$ cat config.mk
export PLATFORM = sky130hd
export DESIGN_NAME = fcl_decode
export DESIGN_NICKNAME = d
export VERILOG_FILES = /design/src/fcl_pkg.sv /design/src/fcl_decode.sv
export SDC_FILE = /design/constraint.sdc
export NUM_CORES = 1
export LEC_CHECK = 0
export ABC_CLOCK_PERIOD_IN_PS = 3560
export BUFFER_PORTS_ARGS = -buffer_cell sky130_fd_sc_hd__buf_2
export CAP_MARGIN = 40
export CORE_MARGIN = 2
export CORE_UTILIZATION = 37
export DETAILED_ROUTE_END_ITERATION = 10
export PLACE_DENSITY = 0.88
export SLEW_MARGIN = 20
export SYNTH_ARGS = -nofsm -noshare
export SYNTH_HDL_FRONTEND = slang
export SYNTH_SLANG_ARGS = --single-unit
export TNS_END_PERCENT = 1
$ cat constraint.sdc
create_clock -name vclk -period 3.56
set_clock_uncertainty 0.2 [all_clocks]
set_input_delay 0.712 -clock vclk [all_inputs]
set_output_delay 0.712 -clock vclk [all_outputs]
set_load 0.05 [all_outputs]
$ cat src/fcl_pkg.sv
// ----------------------------------------------------------------------------
// FAT cluster chain lookup package
// Shared widths, codes, word types and the decode constants of the lookup.
// ----------------------------------------------------------------------------
package fcl_pkg;

  localparam int SECTOR_BYTES  = 512;
  localparam int CACHE_SECTORS = 2;
  localparam int WINDOW_BYTES  = SECTOR_BYTES * CACHE_SECTORS;
  localparam int SECTOR_SHIFT  = $clog2(SECTOR_BYTES);

  localparam int LANES     = 4;
  localparam int LANE_W    = $clog2(LANES);
  localparam int BANK_ROWS = WINDOW_BYTES / LANES;
  localparam int ROW_W     = $clog2(BANK_ROWS);

  localparam int CLUSTER_W  = 28;
  localparam int OFFSET_W   = CLUSTER_W + 2;
  localparam int SECTOR_W   = 21;
  localparam int LBA_W      = 22;
  localparam int FOFF_W     = 10;
  localparam int RESERVED_W = 16;
  localparam int KIND_W     = 2;
  localparam int ADDR_W     = (SECTOR_W + SECTOR_SHIFT > OFFSET_W) ?
                              SECTOR_W + SECTOR_SHIFT : OFFSET_W;
  localparam int LEN_W      = 3;

  localparam int CFG_INDEX_W = 1;
  localparam int CFG_DATA_W  = 16;

  localparam logic [CFG_INDEX_W-1:0] CFG_FAT_KIND = 1'b0;
  localparam logic [CFG_INDEX_W-1:0] CFG_RESERVED = 1'b1;

  localparam logic [KIND_W-1:0] KIND_FAT12 = 2'd0;
  localparam logic [KIND_W-1:0] KIND_FAT16 = 2'd1;

  localparam logic [LEN_W-1:0] LEN_SHORT = 3'd2;
  localparam logic [LEN_W-1:0] LEN_LONG  = 3'd4;

  localparam logic [11:0] FAT12_MASK = 12'hFFF;
  localparam logic [11:0] FAT12_EOC  = 12'hFF8;
  localparam logic [31:0] FAT12_EXT  = 32'hFFFF_F000;
  localparam logic [15:0] FAT16_EOC  = 16'hFFF8;
  localparam logic [31:0] FAT16_EXT  = 32'hFFFF_0000;
  localparam logic [31:0] FAT32_MASK = 32'h0FFF_FFFF;
  localparam logic [31:0] FAT32_EOC  = 32'h0FFF_FFF8;
  localparam logic [31:0] FAT32_EXT  = 32'hF000_0000;

  typedef enum logic {
    CMD_LOOKUP = 1'b0,
    CMD_FILL   = 1'b1
  } cmd_t;

  typedef enum logic [1:0] {
    STATUS_HIT  = 2'd0,
    STATUS_MISS = 2'd1,
    STATUS_FILL = 2'd2
  } status_t;

  typedef struct packed {
    cmd_t                  cmd;
    logic [CLUSTER_W-1:0]  cluster;
    logic [SECTOR_W-1:0]   fill_window_sector;
    logic [FOFF_W-1:0]     fill_offset;
    logic [7:0]            fill_byte;
    logic                  fill_last;
  } request_t;

  typedef struct packed {
    status_t               status;
    logic [31:0]           next_cluster;
    logic                  end_of_chain;
    logic [SECTOR_W-1:0]   refill_sector;
    logic [LBA_W-1:0]      refill_lba;
  } result_t;

  typedef struct packed {
    logic                  fill;
    logic                  hit;
    logic [KIND_W-1:0]     kind;
    logic                  odd;
    logic [LANE_W-1:0]     lane;
    logic [SECTOR_W-1:0]   sector;
    logic [LBA_W-1:0]      lba;
  } loc_t;

  typedef struct packed {
    logic                         we;
    logic [LANE_W-1:0]            wlane;
    logic [ROW_W-1:0]             wrow;
    logic [7:0]                   wdata;
    logic [LANES-1:0][ROW_W-1:0]  rrow;
  } cache_req_t;

endpackage

$ cat src/fcl_decode.sv
// ----------------------------------------------------------------------------
// FAT entry decoder
// Aligns the bank bytes and decodes the FAT12, FAT16 or FAT32 entry into
// the result word.
// ----------------------------------------------------------------------------
module fcl_decode (
  input  fcl_pkg::loc_t                     loc,
  input  logic [fcl_pkg::LANES-1:0][7:0]    rdata,
  output fcl_pkg::result_t                  result
);

  logic [fcl_pkg::LANES-1:0][7:0] bytes;
  logic [15:0]                    w16;
  logic [11:0]                    v12;
  logic [31:0]                    v32;
  logic [31:0]                    value;
  logic                           eoc;

  always_comb begin
    for (int k = 0; k < fcl_pkg::LANES; k++) begin
      bytes[k] = rdata[fcl_pkg::LANE_W'(k) + loc.lane];
    end
  end

  assign w16 = {bytes[1], bytes[0]};
  assign v12 = loc.odd ? w16[15:4] : (w16[11:0] & fcl_pkg::FAT12_MASK);
  assign v32 = bytes & fcl_pkg::FAT32_MASK;

  always_comb begin
    if (loc.kind == fcl_pkg::KIND_FAT12) begin
      eoc   = (v12 >= fcl_pkg::FAT12_EOC);
      value = eoc ? (32'(v12) | fcl_pkg::FAT12_EXT) : 32'(v12);
    end else if (loc.kind == fcl_pkg::KIND_FAT16) begin
      eoc   = (w16 >= fcl_pkg::FAT16_EOC);
      value = eoc ? (32'(w16) | fcl_pkg::FAT16_EXT) : 32'(w16);
    end else begin
      eoc   = (v32 >= fcl_pkg::FAT32_EOC);
      value = eoc ? (v32 | fcl_pkg::FAT32_EXT) : v32;
    end
  end

  always_comb begin
    result = '0;
    if (loc.fill) begin
      result.status = fcl_pkg::STATUS_FILL;
    end else if (loc.hit) begin
      result.status       = fcl_pkg::STATUS_HIT;
      result.next_cluster = value;
      result.end_of_chain = eoc;
    end else begin
      result.status        = fcl_pkg::STATUS_MISS;
      result.refill_sector = loc.sector;
      result.refill_lba    = loc.lba;
    end
  end

endmodule

# Yosys cells after proc, flatten, opt, wreduce, memory -nomap -nowiden
# Index checks and enable logic that the tools add are counted.
[classes]
mul = 0
bitwise = 0
n_lt_le_gt_ge = 7
div_mod_pow = 0
eq_ne = 1
n_reduce_logical = 1
addsub = 3
n_mux = 21
shift = 0
[op_table]
columns = ["operator", "count"]
rows = [
  ["two-way mux 32 bit", 5],
  ["two-way mux 76 bit", 1],
  ["binary-select mux 8 bit (select 2 bit)", 4],
  ["two-way mux 43 bit", 1],
  ["two-way mux 33 bit", 1],
  [">= comparator 28 bit, second input constant", 1],
  ["two-way mux 8 bit", 3],
  [">= comparator 16 bit, second input constant", 1],
  [">= comparator 12 bit, second input constant", 1],
  ["< comparator 2 x 3 -> 1 bit, second input constant", 4],
  ["two-way mux 12 bit", 1],
  ["adder 2 bit, first input constant", 2],
  ["two-way mux 4 bit", 1],
  ["two-way mux 1 bit", 3],
  ["adder 1 x 2 -> 2 bit, first input constant", 1],
  ["equality test 2 x 1 -> 1 bit, second input constant", 1],
  ["logical NOT 2 bit", 1],
  ["two-way mux 2 bit", 1],
]
[totals]
romBits = 0
latchBits = 0
reg_bits = 0
ram_bits = 0
output_inout_bits = 78
n_memories = 0

# Logic depth before layout (Yosys ltp)
[depth]
depth_word = 9
mapped_depth = 9
mapped_depth_nobuf = 5

# Worst setup path after synthesis
# No wires, ideal clock.
[synth_path]
kind = "input to output"
from = "in loc[44] in the netlist's numbering"
to = "out result[72] in the netlist's numbering"
arrival_time_ns = 3.109
n_path_buf = 3
path_slack_ns = -0.461
path_stages = 8
required_time_ns = 2.648
path_cell_list = "buf_6 > buf_12 > mux4_2 > nand4_2 > o31ai_2 > o21ai_4 > a21oi_1 > buf_4"
[synth_lines]
columns = ["element", "line", "text"]
rows = [
  ["start, declared", "fcl_decode.sv:7", "input fcl_pkg::loc_t loc,"],
  ["end, declared", "fcl_decode.sv:9", "output fcl_pkg::result_t result"],
]

==> flow_results.org <==
** GRT
- Global-route wire length before repair :: 7510 um
- Leftover overflow at the end of global routing :: 0
- Across every metal layer, demand over resource in global routing totals 0.204.
- The number of global-route vias before repair was 1706.
- Initial antenna violation count :: 0
- Entering global routing, the biggest net connects 45 pins.

** Floorplan
- Area of the core :: 0.00400 mm^2
- The die is 68.6 um tall.
- The floorplan step defined a die boundary enclosing 0.00471 mm^2.
- Number of core rows :: 23
- The initial utilization of the core area, before any placement, comes to 0.386.
- Number of primary I/O pins :: 160
- Die X :: 68.6 um

** Synthesis
- Total of warnings raised by yosys :: 0
- Synthesized area per cell :: 8.44 um^2
- Number of standard cells after synthesis :: 183
- Summing every instance area after synthesis gives 0.00155 mm^2.
- and2_1 is the most common cell in the netlist.
- Of the synthesized area, sequential elements account for 0.
- After synthesis, the most frequently instantiated cells are and2_1, nand2_1, a21oi_1.
- Library cells used by synthesis :: 24
- Yosys attributes the largest share of cell area to mux4_2, and2_1, mux4_1, nand2_1, a21oi_1.
- Synthesized netlist net count :: 265
- Cell type with the highest aggregate area in the netlist :: mux4_2
- Of the post-synthesis cell area, the dominant cell type holds 0.262.

** Critical path
- At the worst endpoint, the required time is 2.65 ns.
- STA puts the critical path data arrival time at 2.57 ns.
- Max Fanout on Critical Path :: 15
- STA classifies the critical path startpoint as an input port.
- CP Class :: input port to output port
- STA classifies the critical path endpoint as an output port.

** Timing
- Max-slew headroom at the worst pin :: 0.701
- In the finished design, the share of the clock period the worst path needs comes to 0.979.
- Post-route minimum period :: 3.49 ns
- Setup repair after global routing missed its margin :: false
- Measured slew at the worst slew-check pin :: 0.447 ns
- The worst path meets setup with 0.0732 ns of slack.
- For this run, the top clock speed supported by timing is 287 MHz.
- After routing, the total negative slack on setup checks comes to 0 ns.
- Slew Viols, Final :: 0
- Setup violations remaining at the end of the flow were counted as 0.
- Final-report hold violation count :: 0

** Drt
- DRT Pass-1 Iters :: 4
- After detailed routing, the met2 layer carries 2970 um of wire.
- Final routed DRC violation total :: 0
- Final wirelength :: 5490 um
- For this block, wires on met1 add up to 1900 um.
- After detailed routing, the number of vias per cell comes to 5.39.
- Met3 routed wirelength :: 484 um
- Across all layers, the routed design uses 2082 vias.
- After detailed routing, the average wire length per cell comes to 14.2 um.
- Final ANT Viol Nets :: 0
- Routed signal wires occupy layers up through met4.
- The first routing iteration left 62 violations.

** Power
- Sw frac :: 0.631
- In this run the power density over the cells is 164 mW/mm^2.
- The share of total power dissipated in sequential elements is 0.
- VDD sags by at most 0.0000738 V.
- The share of total power dissipated in combinational logic is 1.000.
- The design draws 0.399 mW.
- The analysis attributes to cell leakage a power of 1.33 nW.
- Clock share of power :: 0
- The analysis attributes to net switching a power of 0.252 mW.
- Cell internal power was estimated by the tool at 0.147 mW.

** Worst hold path
- Hold path start :: loc[49]
- Worst min-delay path endpoint :: result[77]
- The path class of the tightest hold or removal check is input port to output port.
- The worst hold path passes through 2 cells.

** Cells and area
- Flip-flop and latch count :: 0
- Fraction of layout cells with a size suffix above 1 :: 0.598
- # clk buffers :: 0
- Counting the fill cells in the layout gives 339.
- Sequential standard cell area :: 0 um^2
- From synthesis to final layout, the design area changed by 57.2%.
- 0 antenna diodes ended up in the layout.
- The net count of the finished layout is 420.
- Once layout is complete, the utilization of the core stands at 0.607.

** Run status
- The flow ran to the end, and the final reports show no timing, DRC or antenna violations.

** Placed design
- RePlAce Congestion :: 0.905
- Estimated wirelength of the detail-placed design :: 4710 um
- Prior to clock tree synthesis, the placed netlist has a worst setup slack of -0.0199 ns.
- Port buffer count :: 160

** Flow run
- Maximum capacitance violations :: 0
## cells by family (layout without fill, tap and decap cells)
logic type	Yosys count	in the layout	synth area share
AND/OR/NAND/NOR	103	103	0.351
AO/OA/AOI/OAI	29	29	0.113
multiplexers	28	28	0.432
buffers and inverters	23	176	0.104
## cell usage in the layout, fill, tap and decap left out, drive strengths merged
| cell | n |
|---|---|
| inv | 2 |
| o31ai | 1 |
| nor4 | 2 |
| o21bai | 1 |
| nor2 | 10 |
| buf | 168 |
| nand2b | 1 |
| mux4 | 28 |
| o21ai | 1 |
| clkbuf | 6 |
| nor3 | 2 |
| a21oi | 26 |
| nand2 | 39 |
| and2 | 43 |
| nand3 | 2 |
| nand4 | 4 |
## worst max-delay path: stages
cell,delay (ns)
clkbuf_4,0.21
buf_4,0.21
mux4_2,0.38
nand3_2,0.12
a21oi_1,0.26
o21ai_4,0.11
buf_12,0.16
a21oi_1,0.16
clkbuf_4,0.27
## final cells by class
type / instances / area, um^2 / share of cell area
Multi-Input combinational cell: 160 / 1400 / 0.576
Timing Repair Buffer: 174 / 961 / 0.395
Tap cell: 50 / 62.6 / 0.0257
Inverter: 2 / 7.51 / 0.00309
## worst max path at each step
stage / slack (ns) / startpoint / end / cells past startpoint
after global placement: 0.03 / loc[43] / result[73] / 8
after floorplan: -0.1 / loc[44] / result[66] / 8
after detailed placement: -0.02 / loc[43] / result[73] / 8
after CTS: -0.02 / loc[44] / result[73] / 8
after global routing: 0.004 / loc[44] / result[61] / 8
final: 0.07 / loc[44] / result[71] / 9
## stage by stage
step	hold slack (ns)	instance area (um^2)	std cells
floorplan	1.39	1550	183
global placement	1.56	2390	386
detailed placement	1.56	2390	386
CTS	1.56	2390	386
global route	1.57	2430	386
finish	1.55	2430	386
## metal layers
layer / GRT usage / vias to the layer above
met5: 0 / -
met4: 0.0725 / 0
met1: 0.231 / 964
li1: - / 980
met2: 0.393 / 124
met3: 0.0179 / 14
## power groups by stage
stage               Clock (mW)  Combinational, mW  Sequential (mW)
CTS                          0              0.396                0
detailed placement           0              0.395                0
floorplan                    0              0.279                0
global placement             0              0.389                0
finish                       0              0.399                0
global route                 0              0.425                0
## timing repair
item	4_1_cts	5_1_grt
resized for setup	1	17
buffers inserted	0	0
endpoints found under the setup margin	5	21
hold buffers	0	0
Note: power is estimated with default switching activity, not from simulation.
