==> config.mk <==
export PLATFORM = sky130hd
export DESIGN_NAME = fcl_locate
export DESIGN_NICKNAME = d
export VERILOG_FILES = /design/src/fcl_pkg.sv /design/src/fcl_locate.sv
export SDC_FILE = /design/constraint.sdc
export NUM_CORES = 1
export LEC_CHECK = 0
export BUFFER_PORTS_ARGS = -buffer_cell sky130_fd_sc_hd__buf_4
export CORE_MARGIN = 3
export CORE_UTILIZATION = 50
export DETAILED_ROUTE_END_ITERATION = 12
export MAX_ROUTING_LAYER = met4
export PLACE_DENSITY = 0.93
export SETUP_SLACK_MARGIN = 0.1
export SYNTH_ARGS = -nofsm -noshare
export SYNTH_HDL_FRONTEND = slang
export SYNTH_SLANG_ARGS = --single-unit
==> constraint.sdc <==
create_clock -name vclk -period 15.8
set_input_delay 2.37 -clock vclk [all_inputs]
set_output_delay 2.37 -clock vclk [all_outputs]
set_load 0.02 [all_outputs]
==> src/fcl_pkg.sv <==
// ----------------------------------------------------------------------------
// FAT cluster chain lookup package
// Shared widths, codes, word types and the decode constants of the lookup.
// ----------------------------------------------------------------------------
package fcl_pkg;

  localparam int SECTOR_BYTES  = 512;
  localparam int CACHE_SECTORS = 2;
  localparam int WINDOW_BYTES  = SECTOR_BYTES * CACHE_SECTORS;
  localparam int SECTOR_SHIFT  = $clog2(SECTOR_BYTES);

  localparam int LANES     = 4;
  localparam int LANE_W    = $clog2(LANES);
  localparam int BANK_ROWS = WINDOW_BYTES / LANES;
  localparam int ROW_W     = $clog2(BANK_ROWS);

  localparam int CLUSTER_W  = 28;
  localparam int OFFSET_W   = CLUSTER_W + 2;
  localparam int SECTOR_W   = 21;
  localparam int LBA_W      = 22;
  localparam int FOFF_W     = 10;
  localparam int RESERVED_W = 16;
  localparam int KIND_W     = 2;
  localparam int ADDR_W     = (SECTOR_W + SECTOR_SHIFT > OFFSET_W) ?
                              SECTOR_W + SECTOR_SHIFT : OFFSET_W;
  localparam int LEN_W      = 3;

  localparam int CFG_INDEX_W = 1;
  localparam int CFG_DATA_W  = 16;

  localparam logic [CFG_INDEX_W-1:0] CFG_FAT_KIND = 1'b0;
  localparam logic [CFG_INDEX_W-1:0] CFG_RESERVED = 1'b1;

  localparam logic [KIND_W-1:0] KIND_FAT12 = 2'd0;
  localparam logic [KIND_W-1:0] KIND_FAT16 = 2'd1;

  localparam logic [LEN_W-1:0] LEN_SHORT = 3'd2;
  localparam logic [LEN_W-1:0] LEN_LONG  = 3'd4;

  localparam logic [11:0] FAT12_MASK = 12'hFFF;
  localparam logic [11:0] FAT12_EOC  = 12'hFF8;
  localparam logic [31:0] FAT12_EXT  = 32'hFFFF_F000;
  localparam logic [15:0] FAT16_EOC  = 16'hFFF8;
  localparam logic [31:0] FAT16_EXT  = 32'hFFFF_0000;
  localparam logic [31:0] FAT32_MASK = 32'h0FFF_FFFF;
  localparam logic [31:0] FAT32_EOC  = 32'h0FFF_FFF8;
  localparam logic [31:0] FAT32_EXT  = 32'hF000_0000;

  typedef enum logic {
    CMD_LOOKUP = 1'b0,
    CMD_FILL   = 1'b1
  } cmd_t;

  typedef enum logic [1:0] {
    STATUS_HIT  = 2'd0,
    STATUS_MISS = 2'd1,
    STATUS_FILL = 2'd2
  } status_t;

  typedef struct packed {
    cmd_t                  cmd;
    logic [CLUSTER_W-1:0]  cluster;
    logic [SECTOR_W-1:0]   fill_window_sector;
    logic [FOFF_W-1:0]     fill_offset;
    logic [7:0]            fill_byte;
    logic                  fill_last;
  } request_t;

  typedef struct packed {
    status_t               status;
    logic [31:0]           next_cluster;
    logic                  end_of_chain;
    logic [SECTOR_W-1:0]   refill_sector;
    logic [LBA_W-1:0]      refill_lba;
  } result_t;

  typedef struct packed {
    logic                  fill;
    logic                  hit;
    logic [KIND_W-1:0]     kind;
    logic                  odd;
    logic [LANE_W-1:0]     lane;
    logic [SECTOR_W-1:0]   sector;
    logic [LBA_W-1:0]      lba;
  } loc_t;

  typedef struct packed {
    logic                         we;
    logic [LANE_W-1:0]            wlane;
    logic [ROW_W-1:0]             wrow;
    logic [7:0]                   wdata;
    logic [LANES-1:0][ROW_W-1:0]  rrow;
  } cache_req_t;

endpackage

==> src/fcl_locate.sv <==
// ----------------------------------------------------------------------------
// FAT entry locator
// Works out the entry offset, sector and window hit, and the cache bank
// accesses for one word.
// ----------------------------------------------------------------------------
module fcl_locate (
  input  logic                            valid,
  input  fcl_pkg::request_t               request,
  input  logic [fcl_pkg::KIND_W-1:0]      fat_kind,
  input  logic [fcl_pkg::RESERVED_W-1:0]  reserved_sectors,
  input  logic                            win_valid,
  input  logic [fcl_pkg::SECTOR_W-1:0]    win_sector,
  output fcl_pkg::loc_t                   loc,
  output fcl_pkg::cache_req_t             cache_req
);

  logic [fcl_pkg::OFFSET_W-1:0] triple;
  logic [fcl_pkg::OFFSET_W-1:0] offset;
  logic [fcl_pkg::LEN_W-1:0]    entry_len;
  logic [fcl_pkg::ADDR_W-1:0]   offset_w;
  logic [fcl_pkg::ADDR_W-1:0]   win_lo;
  logic [fcl_pkg::ADDR_W-1:0]   rel;
  logic [fcl_pkg::ADDR_W:0]     rel_end;
  logic [fcl_pkg::ROW_W-1:0]    row;
  logic [fcl_pkg::SECTOR_W-1:0] sector;

  assign triple = (fcl_pkg::OFFSET_W'(request.cluster) << 1) +
                  fcl_pkg::OFFSET_W'(request.cluster);

  always_comb begin
    if (fat_kind == fcl_pkg::KIND_FAT12) begin
      offset    = triple >> 1;
      entry_len = fcl_pkg::LEN_SHORT;
    end else if (fat_kind == fcl_pkg::KIND_FAT16) begin
      offset    = fcl_pkg::OFFSET_W'(request.cluster) << 1;
      entry_len = fcl_pkg::LEN_SHORT;
    end else begin
      offset    = fcl_pkg::OFFSET_W'(request.cluster) << 2;
      entry_len = fcl_pkg::LEN_LONG;
    end
  end

  assign offset_w = fcl_pkg::ADDR_W'(offset);
  assign win_lo   = fcl_pkg::ADDR_W'(win_sector) << fcl_pkg::SECTOR_SHIFT;
  assign rel      = offset_w - win_lo;
  assign rel_end  = {1'b0, rel} + (fcl_pkg::ADDR_W + 1)'(entry_len);
  assign sector   = fcl_pkg::SECTOR_W'(offset_w >> fcl_pkg::SECTOR_SHIFT);
  assign row      = fcl_pkg::ROW_W'(rel >> fcl_pkg::LANE_W);

  always_comb begin
    loc.fill   = (request.cmd == fcl_pkg::CMD_FILL);
    loc.hit    = win_valid && (offset_w >= win_lo) &&
                 (rel_end <= (fcl_pkg::ADDR_W + 1)'(fcl_pkg::WINDOW_BYTES));
    loc.kind   = fat_kind;
    loc.odd    = request.cluster[0];
    loc.lane   = rel[fcl_pkg::LANE_W-1:0];
    loc.sector = sector;
    loc.lba    = fcl_pkg::LBA_W'(reserved_sectors) + fcl_pkg::LBA_W'(sector);
  end

  always_comb begin
    cache_req.we    = valid && (request.cmd == fcl_pkg::CMD_FILL) &&
                      (32'(request.fill_offset) < 32'(fcl_pkg::WINDOW_BYTES));
    cache_req.wlane = request.fill_offset[fcl_pkg::LANE_W-1:0];
    cache_req.wrow  = fcl_pkg::ROW_W'(request.fill_offset >> fcl_pkg::LANE_W);
    cache_req.wdata = request.fill_byte;
    for (int b = 0; b < fcl_pkg::LANES; b++) begin
      cache_req.rrow[b] = row + fcl_pkg::ROW_W'(fcl_pkg::LANE_W'(b) < rel[fcl_pkg::LANE_W-1:0]);
    end
  end

endmodule

Yosys cells after proc, flatten, opt, wreduce, memory -nomap -nowiden
Index checks and enable logic that the tools add are counted.
Storage, ports and cells
  flip-flop bits (word level): 0
  latch bits: 0
  memory bits (writable): 0
  ROM bits: 0
  bits of input ports: 110
  output and inout bits: 101
  logic and storage cells: 23
  memories: 0
Operators by class
  add/sub/neg operators: 8
  multipliers: 0
  div/mod/pow operators: 0
  $lt $le $gt $ge: 6
  equal/unequal tests: 1
  shift-type cells: 0
  multiplexer cells: 4
  bitwise operators: 0
  reduce and logical (&&, ||, !) cells: 4
Operators by type and width (count)
  two-way mux 30 bit: 2
  adder 8 x 1 -> 8 bit: 4
  adder 30 x 3 -> 31 bit: 1
  less-or-equal comparator 31 x 11 -> 1 bit (second input constant): 1
  adder 29 x 28 -> 30 bit: 1
  greater-or-equal comparator 30 bit: 1
  subtractor 30 bit: 1
  adder 16 x 21 -> 22 bit: 1
  two-way mux 3 bit: 2
  less-than comparator 1 x 2 -> 1 bit (first input constant): 2
  less-than comparator 2 bit (first input constant): 2
  logical AND 1 bit: 3
  equality test 2 x 1 -> 1 bit (second input constant): 1
  logical NOT 2 bit: 1

Longest topological paths before layout
Gate-level depths: netlist (run 1).
  depth in word-level cells: 7
  mapped depth: 29
  gate-level depth less buffers: 28

Worst setup path after synthesis (run 1)
No wires, ideal clock.
  path type: input port to output port
  start point: input port request[40] (netlist bit)
  end point: output port loc[48] (netlist bit)
  arrival time: 7821 ps
  data required time: 13430 ps
  setup slack: 5609 ps
  cell stages on the path: 26
  path buffers: 1
  cell sequence: ha_1 -> inv_1 -> fa_1 -> nor2b_4 -> o31a_1 -> o21a_1 -> a41o_1 -> o22ai_1 -> a21oi_1 -> xnor2_1 -> nor2_1 -> a21oi_1 -> o21ai_0 -> ha_1 -> clkbuf_1 -> a21o_1 -> a21oi_1 -> nand3_1 -> o21ai_1 -> xnor2_1 -> or4_1 -> nand2_1 -> o2111ai_1 -> a2111oi_0 -> nand4_1 -> nor3_2
RTL lines
  from (decl): RTL line fcl_locate.sv:8  | input fcl_pkg::request_t request,
  to (decl): RTL line fcl_locate.sv:13  | output fcl_pkg::loc_t loc,

==> results of run 1 <==
synthesized netlist by cell type (4+ instances only):
cell type | number | area share
nor4_1 | 5 | 0.0061
mux2_2 | 7 | 0.015
nor2b_1 | 9 | 0.011
ha_1 | 74 | 0.18
o211ai_1 | 12 | 0.017
nand2b_1 | 10 | 0.012
and3_1 | 9 | 0.011
and2_1 | 8 | 0.0097
a21o_1 | 30 | 0.044
a31oi_1 | 9 | 0.011
buf_4 | 23 | 0.034
inv_1 | 53 | 0.039
inv_2 | 4 | 0.0029
o21ai_0 | 31 | 0.030
o21ai_1 | 8 | 0.0078
xnor2_1 | 52 | 0.088
a21oi_1 | 50 | 0.049
or2_2 | 4 | 0.0049
o21a_1 | 17 | 0.025
nand4_1 | 12 | 0.015
o22ai_1 | 6 | 0.0073
nor2_1 | 46 | 0.034
buf_1 | 4 | 0.0029
nor3_1 | 21 | 0.020
o31ai_1 | 6 | 0.0087
xor2_1 | 23 | 0.039
or3_1 | 5 | 0.0061
a211oi_1 | 8 | 0.012
nand2_1 | 77 | 0.056
o21bai_1 | 11 | 0.016
fa_1 | 4 | 0.016
clkbuf_1 | 15 | 0.011
nand3_1 | 19 | 0.018
o2111ai_1 | 4 | 0.0068
a211o_1 | 9 | 0.015
final timing paths:
kind / from / endpoint / depth (start not counted)
worst min-delay path: request[5] / cache_req[36] / 0
worst max-delay path: request[45] / loc[48] / 24
logic make-up after synthesis:
kind of cell | share of synthesized area
adders and majority gates | 0.195
and+or+nand+nor | 0.248
buffers and inverters | 0.0935
xor gates and xnor gates | 0.128
AOI/OAI and AO/OA | 0.315
muxes | 0.0211
metrics by stage:
stage          power [mW]  hold slack, ns  setup slack, ns   util
3_3_place_gp        0.392            4.74             5.06  0.627
2_1_floorplan       0.286            4.85             5.61      -
4_1_cts             0.402            4.74             4.98  0.627
3_5_place_dp        0.400            4.74             5.00  0.627
5_1_grt             0.442            4.74             4.48  0.627
6_report            0.407            4.74             4.83  0.627
cell usage in the layout, fill, tap and decap left out, drive strengths merged, types with 5 or more instances in the layout:
master    n
a211o     9
a211oi    9
a21o     30
a21oi    50
a31oi     9
and2      9
and3      9
buf     154
ha       74
inv      57
mux2      7
nand2    77
nand2b   11
nand3    19
nand4    12
nor2     46
nor2b    10
nor3     22
nor4      5
o211ai   12
o21a     17
o21ai    39
o21bai   11
o22ai     6
o31ai     7
or2       7
or3       5
xnor2    52
xor2     23
area by class of cell:
type                       instances  area share
tap                              133      0.0268
multi-input combinational        645       0.751
inverter                          59      0.0358
timing repair buffer             154       0.186
power groups by stage:
stage / combinational, mW / clock [mW] / sequential, mW
after floorplan: 0.286 / 0 / 0
after global placement: 0.392 / 0 / 0
after detailed placement: 0.400 / 0 / 0
after CTS: 0.402 / 0 / 0
after global routing: 0.442 / 0 / 0
final: 0.407 / 0 / 0
per-layer routing:
metal  vias up  part of all wire
met1      2772              0.42
li1       2946                 -
met5         -                 0
met2       264              0.46
met4         0             0.036
met3        43             0.088
worst max-delay path: cells and delay by family:
family          cells  cell delay, ns
fa+ha+maj           2            0.70
simple gates        8            1.84
compound gates     10            3.22
buf+inv             2            0.31
xor+xnor            2            0.17
==> metrics.md, run 1 <==
| Metric | Value |
|---|---|
| Final weighted congestion in routability-driven placement | `0.963` |
| Pins Over Slew Limit | `0` |
| Number of maximum-capacitance constraint violations | `0` |
| Number of antenna violations at the first check in global routing | `0` |
| Area of the multi-input gates | `4670 sq um` |
| Final cell area excluding filler cells | `6210 sq um` |
| Share of power burned in the clock network | `0` |
| CP Data Arrival Time | `8.60 ns` |
| Internal Pwr Total | `0.169 mW` |
| Number of global-route vias before repair | `5674` |
| Syn Inst Count | `749` |
| Post-DR wirelength/cell | `16.5 um` |
| Endpoint required time on the critical path | `13.43 ns` |
| Run status | `completed` |
| Hold buffers post-CTS | `0` |
| Initial drt markers | `304` |
| Setup TNS | `0 ns` |
| Layout area overhead | `20.6%` |
| Number of buffers inserted by port buffering | `153` |
| Final global-route overflow total | `0` |
| Worst-Margin Slew | `0.935 ns` |
| Combinational group share of total power | `1.000` |
| Met1 GRT Util | `0.346` |
| Die Outline Area | `11600 sq um` |
| Aggregate routed wire length | `16300 um` |
| Residual DRC count | `0` |
| Setup repair after global routing missed its margin | `no` |
| Die Height | `108 um` |
| Rel. slew slack | `0.370` |
| Number of nets in the layout | `1048` |
| Avg Vias per Cell | `6.08` |
| Timing-limited maximum frequency | `91.2 MHz` |
| Resized Gates After CTS | `0` |
| Minimum period implied by the final worst setup slack | `10.97 ns` |
| Critical path's largest stage delay | `0.75 ns` |
| Total power per unit cell area | `65.4 nW/um^2` |
| First-pass iteration count of the detailed router | `5` |
| Final sequential cell count | `0` |
| Final Non-Filler Cells | `991` |
| Fraction of final layout cells with drive strength greater than 1 | `0.217` |
| Number of vias in the routed layout | `6025` |
| Count of unique library cells instantiated by Yosys | `77` |
| Critical setup path kind | `input port to output pin` |
| GR Util met3 | `0.0252` |
| DP Area | `6210 sq um` |
| Cell total after placement | `991` |
| Antenna fix cells | `0` |
| Critical Path Start Type | `input port` |
| Syn. warnings | `0` |
| Endpoints failing hold | `0` |
| Cell Rows | `36` |
| Hold/Removal Path Class | `input port to output pin` |
| Library cell contributing the largest single delay on the critical path | `o21ai_0` |
| Worst path cell trace | `buf_4, ha_1, or3_1, a211oi_1, o211ai_1, nand2_1, xor2_1, nor2_1, a21oi_1, o21ai_0, ha_1, and3_1, a221oi_2, o221a_2, o221ai_1, a21oi_1, xor2_1, or4_1, nand2_1, o2111ai_1, a2111oi_0, nand4_1, nor3_2, buf_4` |
| Leakage component of the power | `2.99 nW` |
| Portion of the post-synthesis area used by sequential elements | `0` |
| Synthesized area per cell | `6.88 sq um` |
| Number of I/O pins | `211` |
| Global routing met2 resource utilization | `0.470` |
| Pin count of the biggest net entering global routing | `51` |
| Peak supply drop | `0.0000495 V` |
| Share of total power consumed by net switching | `0.584` |
| Die Wd | `108 um` |
| Sw power | `0.237 mW` |
| Area taken by flip-flops and latches | `0 sq um` |
| Mapped Nets | `937` |
| Sequential share of power | `0` |
| Detailed-placement wirelength estimate | `13700 um` |
| Category of the worst setup path capture point | `output pin` |
| Fillers | `926` |
| Core Footprint | `9910 sq um` |
| Number of antenna-violating nets in the routed design | `0` |
| Buffer count from post-CTS setup fixing | `0` |
| Netlist Area Pre-Place | `5150 sq um` |
| GR peak layer | `met2` |
| Total routing usage reported by global routing | `0.276` |
| Layout clock buffer count | `0` |
| Tcrit/Tclk final | `0.694` |
| Initial Utilization | `0.520` |
| Peak fanout along the critical path | `7` |
| Global-route wire length before repair | `26200 um` |
| Setup violations, final | `0` |
Note: power is estimated with default switching activity, not from simulation.
==> run 2: changes to the inputs <==
==> constraint.sdc (replaced) <==
create_clock -name vclk -period 10.65
set_input_delay 1.5975 -clock vclk [all_inputs]
set_output_delay 1.5975 -clock vclk [all_outputs]
set_load 0.02 [all_outputs]
==> metrics.md, run 2 (synthesis results as in run 1) <==
| Metric | Value |
|---|---|
| Run status | `completed` |
| Number of nets in the layout | `1049 (+0.095%)` |
| Setup violations, final | `0 (unchanged)` |
| Die Outline Area | `11600 sq um (unchanged)` |
| Setup TNS | `0 ns (unchanged)` |
| Area taken by flip-flops and latches | `0 sq um (unchanged)` |
| Pins Over Slew Limit | `0 (unchanged)` |
| First-pass iteration count of the detailed router | `4 (-1)` |
| Total routing usage reported by global routing | `0.273 (-0.00317)` |
| Residual DRC count | `0 (unchanged)` |
| Global-route wire length before repair | `25800 um (-1.8%)` |
| Timing-limited maximum frequency | `106 MHz` |
| Total power per unit cell area | `97.1 nW/um^2 (+48%)` |
| Avg Vias per Cell | `6.01 (-1.2%)` |
| Leakage component of the power | `2.99 nW (+0.16%)` |
| Post-DR wirelength/cell | `16.4 um (-0.76%)` |
| Resized Gates After CTS | `0 (unchanged)` |
| Tcrit/Tclk final | `0.882` |
| CP Data Arrival Time | `7.80 ns (-0.80 ns)` |
| Overall power consumption | `0.604 mW (+49%)` |
| Die Height | `108 um (unchanged)` |
| Hold buffers post-CTS | `0 (unchanged)` |
| Final global-route overflow total | `0 (unchanged)` |
| Fraction of final layout cells with drive strength greater than 1 | `0.218 (+0.000912)` |
| Die Wd | `108 um (unchanged)` |
| Number of I/O pins | `211 (unchanged)` |
| Number of buffers inserted by port buffering | `153 (unchanged)` |
| Buffer count from post-CTS setup fixing | `0 (unchanged)` |
| Number of antenna violations at the first check in global routing | `0 (unchanged)` |
| Hold/Removal Path Class | `input port to output pin` |
| Peak fanout along the critical path | `7 (unchanged)` |
| Setup repair after global routing missed its margin | `no` |
| Library cell contributing the largest single delay on the critical path | `o21ai_0` |
| Critical Path Start Type | `input port` |
| Pin count of the biggest net entering global routing | `51 (unchanged)` |
| Final sequential cell count | `0 (unchanged)` |
| Number of vias in the routed layout | `5958 (-1.1%)` |
| Commonest cells after routing, fill and taps aside | `155 x buf_4, 77 x nand2_1, 74 x ha_1, 53 x inv_1, 52 x xnor2_1` |
| Core Footprint | `9910 sq um (unchanged)` |
| Critical setup path kind | `input port to output pin` |
| Layout area overhead | `20.8%` |
| Minimum period implied by the final worst setup slack | `9.39 ns` |
| Worst path cell trace | `buf_4, ha_1, or3_1, a211oi_1, o211ai_1, nand2_1, xor2_1, nor2_1, a21oi_1, o21ai_0, ha_1, and3_1, a221oi_2, o221a_2, o221ai_1, a21oi_1, xor2_1, or4_1, nand2_1, o2111ai_1, a2111oi_0, nand4_1, nor3_2, buf_4` |
| Final weighted congestion in routability-driven placement | `0.963 (about the same)` |
| Endpoint required time on the critical path | `9.05 ns (-4.38 ns)` |
| Initial drt markers | `329 (+8.2%)` |
| Category of the worst setup path capture point | `output pin` |
| Detailed-placement wirelength estimate | `13600 um (-0.44%)` |
| Critical path's largest stage delay | `0.74 ns (about the same)` |
| Worst-Margin Slew | `0.916 ns (-0.0183 ns)` |
| Most common cell after layout, fill and taps aside | `buf_4` |
| Antenna fix cells | `0 (unchanged)` |
| Number of antenna-violating nets in the routed design | `0 (unchanged)` |
| Aggregate routed wire length | `16200 um (-0.66%)` |
| Rel. slew slack | `0.383 (+0.0123)` |
| Layout clock buffer count | `0 (unchanged)` |
| Peak supply drop | `0.0000727 V (+47%)` |
| Initial Utilization | `0.520 (unchanged)` |
| Number of global-route vias before repair | `5520 (-2.7%)` |
| Cell Rows | `36 (unchanged)` |
| Endpoints failing hold | `0 (unchanged)` |
| Fillers | `922 (-0.43%)` |
| Number of maximum-capacitance constraint violations | `0 (unchanged)` |
==> run 2: changes by cell type in the layout (fill, tap and decap cells not counted), sizes merged <==
cell and change:
buf +1
==> run 2: final timing paths <==
path	from	end	slack [ns]	cells after the start
worst max-delay path	request[45]	loc[48]	1.26	24
worst min-delay path	request[5]	cache_req[36]	3.20	0
==> run 2: final cells by class <==
class	count	area (sq um)	share of cell area
multi-input cells	645	4670	0.750
inverters	59	223	0.0358
well taps	133	166	0.0267
repair buffers	155	1160	0.187
==> run 2: metal layers <==
| metal | vias up | track usage | routed length [um] |
|---|---|---|---|
| met2 | 251 | 0.476 | 7640 |
| met3 | 30 | 0.0228 | 1310 |
| met4 | 0 | 0.0604 | 380 |
| met5 | - | - | 0 |
| met1 | 2733 | 0.343 | 6910 |
| li1 | 2944 | - | - |
==> run 2: metrics by stage <==
step	cells	util	hold slack, ns	area [sq um]	setup slack (ns)
after floorplan	749	-	3.31	5150	2.00
after global placement	992	0.628	3.20	6220	1.48
after detailed placement	992	0.628	3.20	6220	1.36
after CTS	992	0.628	3.20	6220	1.34
after global routing	992	0.628	3.20	6220	0.900
final	992	0.628	3.20	6220	1.26
==> run 2: worst max-delay path: cells and delay by family <==
kind / cells / cell delay (ns)
compound gates: 10 / 3.17
simple gates: 8 / 1.82
fa+ha+maj: 2 / 0.71
buf+inv: 2 / 0.30
xor+xnor: 2 / 0.17
==> run 2: power breakdown <==
part / leakage (nW) / switching (mW) / internal, mW
clock network: 0 / 0 / 0
logic: 2.99 / 0.352 / 0.252
registers: 0 / 0 / 0
